## config.mk

```make
export PLATFORM = sky130hd
export DESIGN_NAME = aes_cbc_front
export DESIGN_NICKNAME = d
export VERILOG_FILES = /design/src/rtl/aes_cbc_pkg.sv /design/src/rtl/aes_cbc_front.sv
export VERILOG_INCLUDE_DIRS = /design/src /design/src/rtl
export SDC_FILE = /design/constraint.sdc
export NUM_CORES = 1
export LEC_CHECK = 0
export ABC_AREA = 1
export ABC_CLOCK_PERIOD_IN_PS = 12700
export BUFFER_PORTS_ARGS = -buffer_cell sky130_fd_sc_hd__buf_2
export CAP_MARGIN = 20
export CORE_MARGIN = 2
export CORE_UTILIZATION = 35
export DETAILED_ROUTE_END_ITERATION = 7
export REMOVE_ABC_BUFFERS = 1
export SYNTH_ARGS = -nofsm -noshare
export SYNTH_HDL_FRONTEND = slang
export SYNTH_SLANG_ARGS = --single-unit
```

## constraint.sdc

```tcl
create_clock -name clk -period 12.7 [get_ports clk]
set_input_delay 1.27 -clock clk [delete_from_list [all_inputs] [get_ports clk]]
set_output_delay 1.27 -clock clk [all_outputs]
set_load 0.01 [all_outputs]
```

## src/rtl/aes128_cbc_encrypt_assert.svh

```systemverilog
// Assertion macros shared by the AES-128 CBC encryptor modules.
// Depends on nothing; define NO_ASSERTIONS to compile them out.
`ifndef AES128_CBC_ENCRYPT_ASSERT_SVH
`define AES128_CBC_ENCRYPT_ASSERT_SVH
`ifndef NO_ASSERTIONS
`define ASSERT_IMPL(label, clk, rst_n, ante, cons, msg) \
    label: assert property (@(posedge clk) disable iff (!rst_n) (ante) |-> (cons)) \
        else $error(msg);
`define ASSERT_NEXT(label, clk, rst_n, ante, cons, msg) \
    label: assert property (@(posedge clk) disable iff (!rst_n) (ante) |=> (cons)) \
        else $error(msg);
`else
`define ASSERT_IMPL(label, clk, rst_n, ante, cons, msg)
`define ASSERT_NEXT(label, clk, rst_n, ante, cons, msg)
`endif
`endif

```

## src/rtl/aes_cbc_pkg.sv

```systemverilog
// Types, constants and byte functions for the AES-128 CBC encryptor.
// Used by every module of the block; depends on nothing.
package aes_cbc_pkg;

    localparam int unsigned NUM_ROUNDS = 10;
    localparam int unsigned ROUND_W    = 4;
    localparam int unsigned CFG_IDX_W  = 2;
    localparam int unsigned FIFO_DEPTH = 2;

    typedef enum logic [CFG_IDX_W-1:0] {
        REG_KEY_HIGH = 2'd0,
        REG_KEY_LOW  = 2'd1,
        REG_IV_HIGH  = 2'd2,
        REG_IV_LOW   = 2'd3
    } cfg_reg_t;

    localparam logic [7:0] XTIME_POLY = 8'h1b;
    localparam logic [7:0] RCON_FIRST = 8'h01;

    typedef struct packed {
        logic [63:0] plain_high;
        logic [63:0] plain_low;
        logic        chain_start;
    } in_word_t;

    typedef struct packed {
        logic [63:0] cipher_high;
        logic [63:0] cipher_low;
    } out_word_t;

    // front to back: block already whitened with the IV when chain_start
    typedef struct packed {
        logic [127:0] data;
        logic         from_iv;
    } job_t;

    function automatic logic [7:0] sbox(input logic [7:0] a);
        logic [7:0] r;
        case (a)
            8'h00: r=8'h63; 8'h01: r=8'h7c; 8'h02: r=8'h77; 8'h03: r=8'h7b;
            8'h04: r=8'hf2; 8'h05: r=8'h6b; 8'h06: r=8'h6f; 8'h07: r=8'hc5;
            8'h08: r=8'h30; 8'h09: r=8'h01; 8'h0a: r=8'h67; 8'h0b: r=8'h2b;
            8'h0c: r=8'hfe; 8'h0d: r=8'hd7; 8'h0e: r=8'hab; 8'h0f: r=8'h76;
            8'h10: r=8'hca; 8'h11: r=8'h82; 8'h12: r=8'hc9; 8'h13: r=8'h7d;
            8'h14: r=8'hfa; 8'h15: r=8'h59; 8'h16: r=8'h47; 8'h17: r=8'hf0;
            8'h18: r=8'had; 8'h19: r=8'hd4; 8'h1a: r=8'ha2; 8'h1b: r=8'haf;
            8'h1c: r=8'h9c; 8'h1d: r=8'ha4; 8'h1e: r=8'h72; 8'h1f: r=8'hc0;
            8'h20: r=8'hb7; 8'h21: r=8'hfd; 8'h22: r=8'h93; 8'h23: r=8'h26;
            8'h24: r=8'h36; 8'h25: r=8'h3f; 8'h26: r=8'hf7; 8'h27: r=8'hcc;
            8'h28: r=8'h34; 8'h29: r=8'ha5; 8'h2a: r=8'he5; 8'h2b: r=8'hf1;
            8'h2c: r=8'h71; 8'h2d: r=8'hd8; 8'h2e: r=8'h31; 8'h2f: r=8'h15;
            8'h30: r=8'h04; 8'h31: r=8'hc7; 8'h32: r=8'h23; 8'h33: r=8'hc3;
            8'h34: r=8'h18; 8'h35: r=8'h96; 8'h36: r=8'h05; 8'h37: r=8'h9a;
            8'h38: r=8'h07; 8'h39: r=8'h12; 8'h3a: r=8'h80; 8'h3b: r=8'he2;
            8'h3c: r=8'heb; 8'h3d: r=8'h27; 8'h3e: r=8'hb2; 8'h3f: r=8'h75;
            8'h40: r=8'h09; 8'h41: r=8'h83; 8'h42: r=8'h2c; 8'h43: r=8'h1a;
            8'h44: r=8'h1b; 8'h45: r=8'h6e; 8'h46: r=8'h5a; 8'h47: r=8'ha0;
            8'h48: r=8'h52; 8'h49: r=8'h3b; 8'h4a: r=8'hd6; 8'h4b: r=8'hb3;
            8'h4c: r=8'h29; 8'h4d: r=8'he3; 8'h4e: r=8'h2f; 8'h4f: r=8'h84;
            8'h50: r=8'h53; 8'h51: r=8'hd1; 8'h52: r=8'h00; 8'h53: r=8'hed;
            8'h54: r=8'h20; 8'h55: r=8'hfc; 8'h56: r=8'hb1; 8'h57: r=8'h5b;
            8'h58: r=8'h6a; 8'h59: r=8'hcb; 8'h5a: r=8'hbe; 8'h5b: r=8'h39;
            8'h5c: r=8'h4a; 8'h5d: r=8'h4c; 8'h5e: r=8'h58; 8'h5f: r=8'hcf;
            8'h60: r=8'hd0; 8'h61: r=8'hef; 8'h62: r=8'haa; 8'h63: r=8'hfb;
            8'h64: r=8'h43; 8'h65: r=8'h4d; 8'h66: r=8'h33; 8'h67: r=8'h85;
            8'h68: r=8'h45; 8'h69: r=8'hf9; 8'h6a: r=8'h02; 8'h6b: r=8'h7f;
            8'h6c: r=8'h50; 8'h6d: r=8'h3c; 8'h6e: r=8'h9f; 8'h6f: r=8'ha8;
            8'h70: r=8'h51; 8'h71: r=8'ha3; 8'h72: r=8'h40; 8'h73: r=8'h8f;
            8'h74: r=8'h92; 8'h75: r=8'h9d; 8'h76: r=8'h38; 8'h77: r=8'hf5;
            8'h78: r=8'hbc; 8'h79: r=8'hb6; 8'h7a: r=8'hda; 8'h7b: r=8'h21;
            8'h7c: r=8'h10; 8'h7d: r=8'hff; 8'h7e: r=8'hf3; 8'h7f: r=8'hd2;
            8'h80: r=8'hcd; 8'h81: r=8'h0c; 8'h82: r=8'h13; 8'h83: r=8'hec;
            8'h84: r=8'h5f; 8'h85: r=8'h97; 8'h86: r=8'h44; 8'h87: r=8'h17;
            8'h88: r=8'hc4; 8'h89: r=8'ha7; 8'h8a: r=8'h7e; 8'h8b: r=8'h3d;
            8'h8c: r=8'h64; 8'h8d: r=8'h5d; 8'h8e: r=8'h19; 8'h8f: r=8'h73;
            8'h90: r=8'h60; 8'h91: r=8'h81; 8'h92: r=8'h4f; 8'h93: r=8'hdc;
            8'h94: r=8'h22; 8'h95: r=8'h2a; 8'h96: r=8'h90; 8'h97: r=8'h88;
            8'h98: r=8'h46; 8'h99: r=8'hee; 8'h9a: r=8'hb8; 8'h9b: r=8'h14;
            8'h9c: r=8'hde; 8'h9d: r=8'h5e; 8'h9e: r=8'h0b; 8'h9f: r=8'hdb;
            8'ha0: r=8'he0; 8'ha1: r=8'h32; 8'ha2: r=8'h3a; 8'ha3: r=8'h0a;
            8'ha4: r=8'h49; 8'ha5: r=8'h06; 8'ha6: r=8'h24; 8'ha7: r=8'h5c;
            8'ha8: r=8'hc2; 8'ha9: r=8'hd3; 8'haa: r=8'hac; 8'hab: r=8'h62;
            8'hac: r=8'h91; 8'had: r=8'h95; 8'hae: r=8'he4; 8'haf: r=8'h79;
            8'hb0: r=8'he7; 8'hb1: r=8'hc8; 8'hb2: r=8'h37; 8'hb3: r=8'h6d;
            8'hb4: r=8'h8d; 8'hb5: r=8'hd5; 8'hb6: r=8'h4e; 8'hb7: r=8'ha9;
            8'hb8: r=8'h6c; 8'hb9: r=8'h56; 8'hba: r=8'hf4; 8'hbb: r=8'hea;
            8'hbc: r=8'h65; 8'hbd: r=8'h7a; 8'hbe: r=8'hae; 8'hbf: r=8'h08;
            8'hc0: r=8'hba; 8'hc1: r=8'h78; 8'hc2: r=8'h25; 8'hc3: r=8'h2e;
            8'hc4: r=8'h1c; 8'hc5: r=8'ha6; 8'hc6: r=8'hb4; 8'hc7: r=8'hc6;
            8'hc8: r=8'he8; 8'hc9: r=8'hdd; 8'hca: r=8'h74; 8'hcb: r=8'h1f;
            8'hcc: r=8'h4b; 8'hcd: r=8'hbd; 8'hce: r=8'h8b; 8'hcf: r=8'h8a;
            8'hd0: r=8'h70; 8'hd1: r=8'h3e; 8'hd2: r=8'hb5; 8'hd3: r=8'h66;
            8'hd4: r=8'h48; 8'hd5: r=8'h03; 8'hd6: r=8'hf6; 8'hd7: r=8'h0e;
            8'hd8: r=8'h61; 8'hd9: r=8'h35; 8'hda: r=8'h57; 8'hdb: r=8'hb9;
            8'hdc: r=8'h86; 8'hdd: r=8'hc1; 8'hde: r=8'h1d; 8'hdf: r=8'h9e;
            8'he0: r=8'he1; 8'he1: r=8'hf8; 8'he2: r=8'h98; 8'he3: r=8'h11;
            8'he4: r=8'h69; 8'he5: r=8'hd9; 8'he6: r=8'h8e; 8'he7: r=8'h94;
            8'he8: r=8'h9b; 8'he9: r=8'h1e; 8'hea: r=8'h87; 8'heb: r=8'he9;
            8'hec: r=8'hce; 8'hed: r=8'h55; 8'hee: r=8'h28; 8'hef: r=8'hdf;
            8'hf0: r=8'h8c; 8'hf1: r=8'ha1; 8'hf2: r=8'h89; 8'hf3: r=8'h0d;
            8'hf4: r=8'hbf; 8'hf5: r=8'he6; 8'hf6: r=8'h42; 8'hf7: r=8'h68;
            8'hf8: r=8'h41; 8'hf9: r=8'h99; 8'hfa: r=8'h2d; 8'hfb: r=8'h0f;
            8'hfc: r=8'hb0; 8'hfd: r=8'h54; 8'hfe: r=8'hbb; 8'hff: r=8'h16;
            default: r=8'h00;
        endcase
        return r;
    endfunction

    function automatic logic [7:0] xtime(input logic [7:0] v);
        return {v[6:0], 1'b0} ^ (v[7] ? XTIME_POLY : 8'h00);
    endfunction

    // byte i of a 128-bit value sits at bits [127-8i -: 8]
    function automatic logic [7:0] byte_at(input logic [127:0] s, input int i);
        return s[127-8*i -: 8];
    endfunction

    function automatic logic [127:0] sub_shift(input logic [127:0] s);
        logic [127:0] t;
        t = '0;
        for (int c = 0; c < 4; c++) begin
            for (int r = 0; r < 4; r++) begin
                t[127-8*(c*4+r) -: 8] = sbox(byte_at(s, ((c + r) % 4) * 4 + r));
            end
        end
        return t;
    endfunction

    function automatic logic [127:0] mix_columns(input logic [127:0] s);
        logic [127:0] t;
        logic [7:0]   a0, a1, a2, a3, all;
        t = '0;
        for (int c = 0; c < 4; c++) begin
            a0  = byte_at(s, c*4);
            a1  = byte_at(s, c*4+1);
            a2  = byte_at(s, c*4+2);
            a3  = byte_at(s, c*4+3);
            all = a0 ^ a1 ^ a2 ^ a3;
            t[127-8*(c*4)   -: 8] = a0 ^ all ^ xtime(a0 ^ a1);
            t[127-8*(c*4+1) -: 8] = a1 ^ all ^ xtime(a1 ^ a2);
            t[127-8*(c*4+2) -: 8] = a2 ^ all ^ xtime(a2 ^ a3);
            t[127-8*(c*4+3) -: 8] = a3 ^ all ^ xtime(a3 ^ a0);
        end
        return t;
    endfunction

    function automatic logic [127:0] next_round_key(input logic [127:0] k,
                                                    input logic [7:0] rcon);
        logic [31:0]  w0, w1, w2, w3, t;
        w0 = k[127:96];
        w1 = k[95:64];
        w2 = k[63:32];
        w3 = k[31:0];
        t  = {sbox(w3[23:16]) ^ rcon, sbox(w3[15:8]), sbox(w3[7:0]), sbox(w3[31:24])};
        w0 = w0 ^ t;
        w1 = w1 ^ w0;
        w2 = w2 ^ w1;
        w3 = w3 ^ w2;
        return {w0, w1, w2, w3};
    endfunction

endpackage

```

## src/rtl/aes_cbc_front.sv

```systemverilog
// Front end: input queue word capture, IV whitening and a two-entry job queue.
// Depends on aes_cbc_pkg.
module aes_cbc_front (
    input  logic                  clk,
    input  logic                  rst_n,
    input  logic                  push,
    output logic                  full,
    input  aes_cbc_pkg::in_word_t in_word,
    input  logic [127:0]          iv,
    output logic                  job_valid,
    output aes_cbc_pkg::job_t     job,
    input  logic                  job_take
);

    aes_cbc_pkg::job_t mem_reg [aes_cbc_pkg::FIFO_DEPTH];
    logic              wr_ptr_reg, rd_ptr_reg;
    logic [1:0]        count_reg, count_next;
    logic              do_push, do_pop;
    logic [127:0]      plain;

    assign full      = (count_reg == 2'(aes_cbc_pkg::FIFO_DEPTH));
    assign job_valid = (count_reg != 2'd0);
    assign job       = mem_reg[rd_ptr_reg];
    assign do_push   = push && !full;
    assign do_pop    = job_take && job_valid;
    assign plain     = {in_word.plain_high, in_word.plain_low};

    always_comb
    begin
        count_next = count_reg;
        if (do_push && !do_pop)
        begin
            count_next = count_reg + 2'd1;
        end
        else if (!do_push && do_pop)
        begin
            count_next = count_reg - 2'd1;
        end
    end

    always_ff @(posedge clk or negedge rst_n)
    begin
        if (!rst_n)
        begin
            wr_ptr_reg <= 1'b0;
            rd_ptr_reg <= 1'b0;
            count_reg  <= 2'd0;
        end
        else
        begin
            count_reg <= count_next;
            if (do_push)
            begin
                wr_ptr_reg <= !wr_ptr_reg;
            end
            if (do_pop)
            begin
                rd_ptr_reg <= !rd_ptr_reg;
            end
        end
    end

    always_ff @(posedge clk)
    begin
        if (do_push)
        begin
            mem_reg[wr_ptr_reg].from_iv <= in_word.chain_start;
            mem_reg[wr_ptr_reg].data    <= in_word.chain_start ? (plain ^ iv) : plain;
        end
    end

    `include "aes128_cbc_encrypt_assert.svh"
    `ASSERT_IMPL(a_count_range, clk, rst_n, 1'b1, count_reg <= 2'd2, "job queue overflow")
    `ASSERT_NEXT(a_push_grows, clk, rst_n, do_push && !do_pop, count_reg == $past(count_reg) + 2'd1, "push lost")
    `ASSERT_NEXT(a_pop_shrinks, clk, rst_n, do_pop && !do_push, count_reg == $past(count_reg) - 2'd1, "pop lost")

endmodule

```

# After elaboration in Yosys (flattened, before gate mapping)
# Memories as Yosys holds them, arrays and structs flattened.
# Index checks and enable logic that the tools add are counted.
# totals
register_bits,4
latchBits,0
mem_bits_rw,258
romBits,0
inputBits,261
output_inout_bits,131
word_cells,24
memories,1
# mem_list
memory,words,width,read_ports,rd_ports_with_merged_regs,wr,line,source
mem_reg,2,129,1,0,1,aes_cbc_front.sv:15,aes_cbc_pkg::job_t mem_reg [aes_cbc_pkg::FIFO_DEPTH];
# classes
n_addsub,2
n_mul,0
div,0
order_cmp,0
n_eq_ne,1
n_shift,0
muxes,5
n_bitwise,1
reduce_logical,11
# ops
operator,count
2-to-1 mux 128 bit,1
XOR 128 bit,1
logical NOT 1 bit,5
logical AND 1 bit,4
2-to-1 mux 2 bit,2
nonzero test 2 bit,2
adder 2 x 1 -> 2 bit (second input constant),1
equality test 2 bit (second input constant),1
2-to-1 mux 1 bit,2
subtractor 2 x 1 -> 2 bit (second input constant),1

# Longest topological paths before layout
# depth
depth_word,7
ltp_mapped,9

# Worst setup path after synthesis
# No wires, ideal clock.
# synth_timing
path_type,in2reg
from,input push
to,"memory mem_reg[1][0] in the netlist's numbering, enable pin"
arrival_ps,6734
required_time_ps,12081
path_slack_ps,5347
stages,2
path_buffers,0
path_cell_list,o21ai_0 -> nor2_1
# synth_between
elab_chain_len,3
# synth_rtl
element,line,source
from (decl),aes_cbc_front.sv:6,"input logic push,"
logical AND 1 bit,aes_cbc_front.sv:24,assign do_push = push && !full;
2-to-1 mux 1 bit,aes_cbc_front.sv:65,if (do_push)
2-to-1 mux 1 bit (implied by the code),aes_cbc_front.sv:67,mem_reg[wr_ptr_reg].from_iv <= in_word.chain_start;
to (decl),aes_cbc_front.sv:15,
# Every way passes these cells.

==> summary.log <==
qor: run_status.run_status completed
qor: clock_tree.cts_num_sinks 262
qor: min_path.worst_hold_startpoint count_reg[1]$_DFFE_PN0P_
qor: clock_tree.clock_insertion_delay_worst_skew 0.53 ns
qor: floorplan.fp.dieW 188 µm
qor: logic_synthesis.synth_cell_type_count 16
qor: clock_tree.post_cts_resized 0
qor: place.globalplace.congestion 0.744
qor: power_and_ir_drop.leakagePower 7.10 nW
qor: setup_path.crit_slowest_cell sky130_fd_sc_hd__buf_4
qor: setup_path.cp.buffers_inverters 3
qor: logic_synthesis.syn_area_per_cell 10.7 µm²
qor: setup_path.critPathMaxStageDelay 0.72 ns
qor: logic_synthesis.post_synth_main_area_contributors sky130_fd_sc_hd__edfxtp_1 65%, sky130_fd_sc_hd__nand2_1 17%, sky130_fd_sc_hd__xor2_1 9.5%, sky130_fd_sc_hd__inv_1 4.3%, sky130_fd_sc_hd__buf_6 1.2%
qor: power_and_ir_drop.power.ir.vdd_worst 0.000158 V
qor: setup_path.critical_path.endpoint_type primary output
qor: detailed_routing.drtAntennaViolNets 0
qor: sta.timing.final.crit_period 3.98 ns
qor: setup_path.critPathRequiredTime 11.43 ns
qor: global_routing.grt.overflow.total 0
qor: detailed_routing.dr.pass1.iters 4
qor: logic_synthesis.synth_cell_area 0.0118 mm²
qor: global_routing.grt_max_degree 99
qor: floorplan.rows 67
qor: logic_synthesis.synth_top_flop_cell sky130_fd_sc_hd__edfxtp_1
qor: clock_tree.cts_hold_repair.buffers 0
qor: cells_and_area.design.final.nets 1751
qor: global_routing.grt_use_total 14.6%
qor: setup_path.critPathMaxFanout 68
qor: detailed_routing.via_count 8155
qor: detailed_routing.drt-total-wl 26500 µm
qor: clock_tree.cts-root-buf sky130_fd_sc_hd__clkbuf_16
qor: cells_and_area.largest_register_ff_count 258
qor: sta.timing_hold_violations_final 0
qor: detailed_routing.routed_wire_length_per_instance 13.5 µm
qor: logic_synthesis.synthesis.yosys.warnings 0
qor: setup_path.crit-reg2reg-launch count_reg[1]$_DFFE_PN0P_
qor: logic_synthesis.synth_edf_count 258
qor: logic_synthesis.synthDominantAreaCellType sky130_fd_sc_hd__edfxtp_1
qor: logic_synthesis.synth.most_common_cell sky130_fd_sc_hd__nand2_1
qor: min_path.worst_hold_path_type flip-flop to flip-flop
qor: floorplan.initial_utilization 35.4%
qor: place.dpl.hpwl 18100 µm
qor: detailed_routing.dr.first_iter.drc_count 317
qor: logic_synthesis.synth_top_cell_area_share 65.5%
qor: clock_tree.clock_tree_from_tritoncts built
qor: logic_synthesis.asyncSetResetFlopFracSynth 1.53%
qor: cells_and_area.antenna-diode-count 0
qor: clock_tree.post-cts-setup-buffers 0
qor: detailed_routing.route.detailed.drc 0
qor: logic_synthesis.synth_commonest_cells 526 x sky130_fd_sc_hd__nand2_1, 258 x sky130_fd_sc_hd__edfxtp_1, 135 x sky130_fd_sc_hd__inv_1, 128 x sky130_fd_sc_hd__xor2_1, 16 x sky130_fd_sc_hd__buf_2
qor: sta.portion_of_the_clock_cycle_consumed_by_the_worst_path_in_the_final_layout 31.4%
qor: sta.maxClockFrequency 0.251 GHz
qor: setup_path.startpoint_type flip-flop
qor: cells_and_area.area_growth_syn_to_layout 26.1%
qor: floorplan.design.core.area 0.0334 mm²
qor: setup_path.critPathTopFamily buffers and inverters
qor: power_and_ir_drop.p_per_area 199 mW/mm²
qor: sta.timing.max_slew.rel_slack 40.5%
qor: cells_and_area.filler_cell_count 3167
qor: setup_path.path_class flip-flop to primary output
qor: sta.setup_viol 0
qor: sta.totalNegativeSetupSlack 0 ns
qor: clock_tree.cts-buffers-inserted 27
qor: floorplan.fp.dieH 188 µm
qor: sta.grt_setup_unrepaired no
qor: detailed_routing.via_count_normalized_by_instance_count 4.17
qor: sta.finalMaxSlewViolations 0
qor: sta.max_slew.worst_pin.slew 0.893 ns
qor: place.port_buffers 391
qor: clock_tree.depth_of_the_cts_h_tree 1
qor: global_routing.antenna_violations_before_repair 0
qor: floorplan.io-pin-count 392
qor: logic_synthesis.postSynthCellCount 1104
qor: setup_path.cp.arrival 2.71 ns
qor: global_routing.grt_first_pass_wirelength 41100 µm
qor: setup_path.critical_path.cell_chain buf_4 -> buf_4 -> nand2_1 -> nand2_1 -> buf_2
qor: logic_synthesis.ys_seq_elements 262
qor: clock_tree.clkTransAtPathRegs 0.06 ns
qor: sta.fin_worst_skew 0.00557 ns
qor: cells_and_area.drive_gt1_share 29.0%
qor: logic_synthesis.yosysSeqAreaShare 66.3%
qor: place.pre_cts_slack 9.14 ns
qor: sta.worst_slack 8.72 ns
qor: global_routing.vias_in_the_first_global_route 8074
qor: clock_tree.clock_tree.buffer_depth 3
qor: floorplan.die_area 0.0353 mm²
qor: setup_path.timing.critical_path.from rd_ptr_reg$_DFFE_PN0P_
qor: run.drv_cap 0
[power by group]
group	leakage (nW)	switching, W	internal (W)
logic	4.26	0.000680	0.000320
clock network	0.393	0.000307	0.000412
registers	2.45	0.0000443	0.00120
[worst reg2reg max path, stage by stage (launching register included)]
cell and delay, ns:
sky130_fd_sc_hd__dfrtp_1 0.37, sky130_fd_sc_hd__inv_1 0.10, sky130_fd_sc_hd__nor2_1 0.08, sky130_fd_sc_hd__nor2_1 0.16, sky130_fd_sc_hd__nand2_1 0.16, sky130_fd_sc_hd__inv_6 0.53, sky130_fd_sc_hd__buf_4 0.83
[final cells by class]
class | count | area (µm²) | share of cell area (%)
clock inverter | 9 | 37.5 | 0.251
tap | 448 | 561 | 3.75
multi-input combinational | 663 | 3160 | 21.1
clock buffer | 40 | 764 | 5.12
sequential | 262 | 7850 | 52.6
inverter | 136 | 518 | 3.47
timing repair buffer | 399 | 2040 | 13.7
[cells in the final DEF, fill, tap and decap left out, types with 2 or more instances in the layout]
cell type	synthesis	final
sky130_fd_sc_hd__nor2_1	3	2
sky130_fd_sc_hd__nand2_1	526	526
sky130_fd_sc_hd__clkbuf_8	0	4
sky130_fd_sc_hd__clkbuf_1	1	9
sky130_fd_sc_hd__clkbuf_16	0	27
sky130_fd_sc_hd__edfxtp_1	258	258
sky130_fd_sc_hd__xor2_1	128	128
sky130_fd_sc_hd__nand3_1	2	2
sky130_fd_sc_hd__dfrtp_1	4	3
sky130_fd_sc_hd__buf_4	13	8
sky130_fd_sc_hd__clkinv_2	0	3
sky130_fd_sc_hd__clkinv_1	0	6
sky130_fd_sc_hd__buf_2	16	390
sky130_fd_sc_hd__inv_1	135	134
[metrics by stage]
step	util (%)	total power [W]	hold slack, ns	std cells	area, µm²
floorplan	-	0.00185	0.442	1061	11500
global placement	42.2	0.00227	0.453	1907	14100
detailed placement	42.2	0.00229	0.467	1907	14100
CTS	44.5	0.00302	0.482	1956	14900
global route	44.6	0.00316	0.497	1957	14900
finish	44.6	0.00297	0.479	1957	14900
[path summary, 6_finish.rpt]
| kind | endpoint | slack (ns) | depth (start not counted) |
|---|---|---|---|
| worst min-delay path | count_reg[1]$_DFFE_PN0P_ | 0.48 | 2 |
| worst max-delay path | job[82] | 8.72 | 5 |
| min in group asynchronous | rd_ptr_reg$_DFFE_PN0P_ | 0.56 | 1 |
| worst max register to register | mem_reg[0][76]$_DFFE_PP_ | 10.03 | 6 |
| max in group asynchronous | rd_ptr_reg$_DFFE_PN0P_ | 11.98 | 1 |
| worst min register to register | count_reg[1]$_DFFE_PN0P_ | 0.48 | 2 |
[logic make-up after synthesis]
logic type,synth area share [%]
AOI/OAI and AO/OA,0.0422
xor gates and xnor gates,9.55
adders and majority gates,0.106
buffers and inverters,7.08
DFF,66.3
and+or+nand+nor,16.9
[layer usage]
metal	share of wire [%]	track usage, %
met1	40	17.0
met2	51	26.8
met3	7.0	3.46
met4	2.0	3.73
met5	0	0
Note: power is estimated with default switching activity, not from simulation.
